==> src/hw/rtl/mef_pkg.sv <==
// Shared types and constants for the MIDI event FIFO with statistics.
// Depends on nothing; every other file of the block uses it.
package mef_pkg;

  localparam int unsigned DEF_QUEUE_SLOTS  = 256;
  localparam int unsigned DEF_SOURCE_COUNT = 4;
  localparam int unsigned DEF_TIME_BITS    = 48;

  localparam int unsigned BYTE_W = 8;
  localparam int unsigned SRC_W  = 2;
  localparam int unsigned EV_W   = 3 * BYTE_W + SRC_W;
  localparam int unsigned SEQ_W  = 32;
  localparam int unsigned STAT_W = 64;
  localparam int unsigned FILL_W = 8;
  localparam int unsigned ACT_W  = 3;
  localparam int unsigned SEL_W  = 4;

  // Number of statistic selector codes reserved for source tallies.
  localparam int unsigned SRC_SEL_SLOTS = 4;

  localparam logic [SEQ_W-1:0] PEAK_LIMIT = '1;

  typedef enum logic [ACT_W-1:0] {
    ACT_ENQ   = 3'd0,
    ACT_DEQ   = 3'd1,
    ACT_PEEK  = 3'd2,
    ACT_READ  = 3'd3,
    ACT_CLEAR = 3'd4
  } action_t;

  typedef enum logic [2:0] {
    OP_NONE,
    OP_ENQ,
    OP_DROP,
    OP_DEQ,
    OP_PEEK,
    OP_MISS,
    OP_READ,
    OP_CLEAR
  } op_t;

  localparam logic [SEL_W-1:0] STAT_ENQ      = 4'd0;
  localparam logic [SEL_W-1:0] STAT_DEQ      = 4'd1;
  localparam logic [SEL_W-1:0] STAT_DROP     = 4'd2;
  localparam logic [SEL_W-1:0] STAT_PEAK     = 4'd3;
  localparam logic [SEL_W-1:0] STAT_LAT_SUM  = 4'd4;
  localparam logic [SEL_W-1:0] STAT_LAT_PEAK = 4'd5;
  localparam logic [SEL_W-1:0] STAT_SRC0     = 4'd6;
  localparam logic [SEL_W-1:0] STAT_OVF      = 4'd10;
  localparam logic [SEL_W-1:0] STAT_RESET    = 4'd11;

  typedef struct packed {
    logic capture;
    logic commit;
    op_t  op;
  } dp_cmd_t;

  typedef struct packed {
    logic [ACT_W-1:0] act;
    logic             full;
    logic             empty;
  } dp_stat_t;

endpackage

==> src/hw/rtl/mef_ctrl.sv <==
// Controller of the MIDI event FIFO: two-state sequencer, operation decode
// and the result valid flag. Depends on mef_pkg.
module mef_ctrl (
  input  logic              clk,
  input  logic              rst,
  input  logic              in_valid,
  output logic              in_ready,
  output logic              out_valid,
  input  logic              out_ready,
  input  mef_pkg::dp_stat_t st,
  output mef_pkg::dp_cmd_t  cmd
);
  import mef_pkg::*;

  typedef enum logic [1:0] {
    S_IDLE = 2'b01,
    S_EXEC = 2'b10
  } state_t;

  state_t state;
  state_t state_next;

  always_comb begin
    state_next  = state;
    cmd.capture = 1'b0;
    cmd.commit  = 1'b0;
    case (state)
      S_IDLE: begin
        if (in_valid && !rst) begin
          cmd.capture = 1'b1;
          state_next  = S_EXEC;
        end
      end
      S_EXEC: begin
        if (!out_valid || out_ready) begin
          cmd.commit = 1'b1;
          state_next = S_IDLE;
        end
      end
      default: begin
        state_next = S_IDLE;
      end
    endcase
    case (st.act)
      ACT_ENQ:   cmd.op = st.full ? OP_DROP : OP_ENQ;
      ACT_DEQ:   cmd.op = st.empty ? OP_MISS : OP_DEQ;
      ACT_PEEK:  cmd.op = st.empty ? OP_MISS : OP_PEEK;
      ACT_READ:  cmd.op = OP_READ;
      ACT_CLEAR: cmd.op = OP_CLEAR;
      default:   cmd.op = OP_NONE;
    endcase
  end

  assign in_ready = (state == S_IDLE) && !rst;

  always_ff @(posedge clk) begin
    if (rst) begin
      state     <= S_IDLE;
      out_valid <= 1'b0;
    end else begin
      state <= state_next;
      if (cmd.commit) begin
        out_valid <= 1'b1;
      end else if (out_ready) begin
        out_valid <= 1'b0;
      end
    end
  end

endmodule

==> config.mk <==
export PLATFORM = sky130hd
export DESIGN_NAME = mef_ctrl
export DESIGN_NICKNAME = d
export VERILOG_FILES = /design/src/hw/rtl/mef_pkg.sv /design/src/hw/rtl/mef_ctrl.sv
export SDC_FILE = /design/constraint.sdc
export NUM_CORES = 1
export LEC_CHECK = 0
export ABC_AREA = 1
export BUFFER_PORTS_ARGS = -buffer_cell sky130_fd_sc_hd__buf_2
export CELL_PAD_IN_SITES_DETAIL_PLACEMENT = 1
export CELL_PAD_IN_SITES_GLOBAL_PLACEMENT = 2
export CORE_MARGIN = 2
export CORE_UTILIZATION = 16
export DETAILED_ROUTE_END_ITERATION = 6
export PLACE_DENSITY = 0.72
export REMOVE_ABC_BUFFERS = 1
export SLEW_MARGIN = 10
export SYNTH_ARGS = -nofsm -noshare
export SYNTH_HDL_FRONTEND = slang
export SYNTH_SLANG_ARGS = --single-unit
==> constraint.sdc <==
create_clock -name clk -period 2.2 [get_ports clk]
set_clock_uncertainty 0.2 [all_clocks]
set_input_delay 0.33 -clock clk [delete_from_list [all_inputs] [get_ports clk]]
set_output_delay 0.33 -clock clk [all_outputs]
set_load 0.005 [all_outputs]
==> impl_metrics.env <==
export IMPL_run_status="complete, no violations"
export IMPL_die_area_um2=1720
export IMPL_worst_path_largest_cell_delay_ns=0.31
export IMPL_post_route_drc_count=0
export IMPL_overflow_left_after_global_routing=0
export IMPL_routed_wl_met2_um=289
export IMPL_wl_met3_um=54
export IMPL_ys_types=12
export IMPL_cp_endpoint_kind="output pin"
export IMPL_whs_ns=0.101
export IMPL_count_of_final_max_slew_check_failures=0
export IMPL_slowest_stage="dfxtp_1"
export IMPL_cell_area_after_technology_mapping_um2=224
export IMPL_yosysMostFrequentCell="nand2_1"
export IMPL_std_cell_rows=13
export IMPL_setup_repair_after_global_routing_missed_its_margin="no"
export IMPL_synth_top_area_share_pct=26.8
export IMPL_area_delta_synth_final_pct=53.6
export IMPL_maximum_number_of_pins_on_one_net_before_global_route_repair=6
export IMPL_syn_area_per_cell_um2=5.74
export IMPL_max_cap_violations=0
export IMPL_timing_critical_path_required_ns=1.67
export IMPL_critPathLaunchType="flip-flop"
export IMPL_highest_signal_layer="met4"
export IMPL_cellLeakagePower_nw=0.193
export IMPL_clock_sinks=3
export IMPL_final_instance_count_without_filler_cells=73
export IMPL_diodes=0
export IMPL_floorplan_initialDensity_pct=17.2
export IMPL_routed_via_count=295
export IMPL_yosysWarningCount=0
export IMPL_final_seq_area_um2=60.1
export IMPL_critical_path_top_delay_family="flip-flops"
export IMPL_post_route_cells_drive_above_1_share_pct=51.7
export IMPL_finalPower_uw=202
export IMPL_via_count_of_the_first_global_routing_pass=290
export IMPL_final_period_minus_worst_setup_slack_ns=1.53
export IMPL_synth_enable_flop_cells=0
export IMPL_clk_root_buffer_cell="clkbuf_4"
export IMPL_setup_tns_final_ns=0
export IMPL_drtAntennaViolNets=0
export IMPL_critical_path_max_fanout=3
export IMPL_drt_total_wl_um=600
export IMPL_share_of_the_clock_period_used_by_the_worst_path_pct=69.5
export IMPL_synthDominantAreaCellType="dfxtp_1"
export IMPL_worst_pin_slew_ns=0.165
export IMPL_grt_antenna_before_repair=0
export IMPL_met1Wirelength_um=233
export IMPL_portBuffers=15
export IMPL_ys_dominant_reg_cell="dfxtp_1"
export IMPL_cts_resized=0
export IMPL_synth_area_leaders="dfxtp_1, nand2_1, inv_2"
export IMPL_dp_slack_ns=0.764
export IMPL_timing_hold_worst_class="in -> reg"
export IMPL_wl_per_cell_um=8.22
export IMPL_ys_seq_area_share_pct=26.8
export IMPL_detail_route_vias_per_cell=4.04
export IMPL_gr_usage_all_layers_pct=8.32
export IMPL_multi_input_comb_area_um2=134
export IMPL_hpwl_um=515
export IMPL_final_critical_path_setup_slack_ns=0.671
export IMPL_clockBufferDepth=2
export IMPL_cpMostUsedCell="inv_2"
export IMPL_worstPathCellList="inv_2 > nor2_2 > inv_2 > a21oi_1 > buf_2"
export IMPL_ys_seq_elements=3
export IMPL_die_height_um=41.4
export IMPL_tritoncts_num_buffers=3
export IMPL_cts_tree="done"
export IMPL_fmaxAchievable_mhz=654
export IMPL_placed_cells=69
export IMPL_global_route_wire_length_before_repair_um=1060
export IMPL_path_class="reg -> out"
export IMPL_clock_insertion_delay_worst_skew_ns=0.24
export IMPL_clkSlewWorstSetupHoldPaths_ns=0.04
export IMPL_htreeDepth=1
export IMPL_drtPass1Iterations=1
export IMPL_dr_first_iter_drc_count=0
export IMPL_hold_viol_final=0
export IMPL_synthCells=39
export IMPL_synth_commonest_cells="nand2_1, inv_2"
export IMPL_postSynth_asyncResetShare_pct=0
export IMPL_timing_critical_path_arrival_ns=1.00
export IMPL_fillers=185
export IMPL_ctsHoldBuffers=0
export IMPL_power_density_nw_per_um2=586
export IMPL_chipWidth_um=41.4
export IMPL_max_slew_margin_rel_pct=89.0
export IMPL_routabilityCongestion=0.713
export IMPL_setup_violations_final=0
export IMPL_cts_repair_timing_setup_buffer_count=0
export IMPL_fin_nets=68
export IMPL_power_ir_vdd_worst_v=0.000215
export IMPL_path_buf_inv=3
export IMPL_top_level_ports=16
export IMPL_placeableCoreArea_um2=1300
## area by class of cell
cell class | instances | share of cell area, %
clock buffers | 4 | 7.64
repair buffers | 15 | 21.8
flip-flops and latches | 3 | 17.5
multi-input cells | 28 | 38.9
well taps | 15 | 5.45
inverters | 8 | 8.73
## cell families (layout without fill, tap and decap cells)
family,after synthesis,count (layout),share of synthesized area (%)
AO/OA/AOI/OAI,4,4,8.93
buffers and inverters,8,27,13.4
flip-flops,3,3,26.8
AND/OR/NAND/NOR,24,24,50.8
## flip-flops by register name, indices dropped and copies added (netlist names)
signal,count
out_valid,1
state,2
## path summary, 6_finish.rpt
kind / startpoint / to / slack (ns) / cells after the start
setup / recovery: state[1] / cmd[3] / 0.67 / 5
hold / removal: rst / out_valid / 0.10 / 2
setup reg to reg: out_valid / state[0] / 1.25 / 3
hold reg to reg: out_valid / out_valid / 0.30 / 2
## power breakdown
part | leakage [nW] | switching (mW) | internal [mW] | total, mW
registers | 0.0246 | 0.00166 | 0.0574 | 0.0590
logic | 0.154 | 0.0240 | 0.0192 | 0.0433
clock network | 0.0150 | 0.0311 | 0.0681 | 0.0993
## cells in the final DEF, fill, tap and decap left out
| cell | instances |
|---|---|
| nor2_2 | 2 |
| inv_1 | 1 |
| nand4_1 | 1 |
| nor2_1 | 3 |
| dfxtp_1 | 3 |
| clkbuf_4 | 3 |
| a21oi_1 | 3 |
| nand3_1 | 3 |
| nand2_2 | 2 |
| nand2_1 | 12 |
| o21ai_1 | 1 |
| nor2_4 | 1 |
| inv_2 | 7 |
| buf_2 | 15 |
| clkbuf_1 | 1 |
## stage by stage
| step | util [%] | cell area (um^2) |
|---|---|---|
| finish | 26.4 | 344 |
| global placement | 24.4 | 318 |
| floorplan | - | 224 |
| detailed placement | 24.4 | 318 |
| CTS | 26.4 | 344 |
| global route | 26.4 | 344 |
## per-layer routing
metal | vias up | track usage, %
met5 | - | 0
met4 | 0 | 9.68
met3 | 2 | 1.30
met2 | 14 | 13.8
met1 | 123 | 8.09
li1 | 156 | -
No activity file was read; power rests on OpenSTA's default activity.
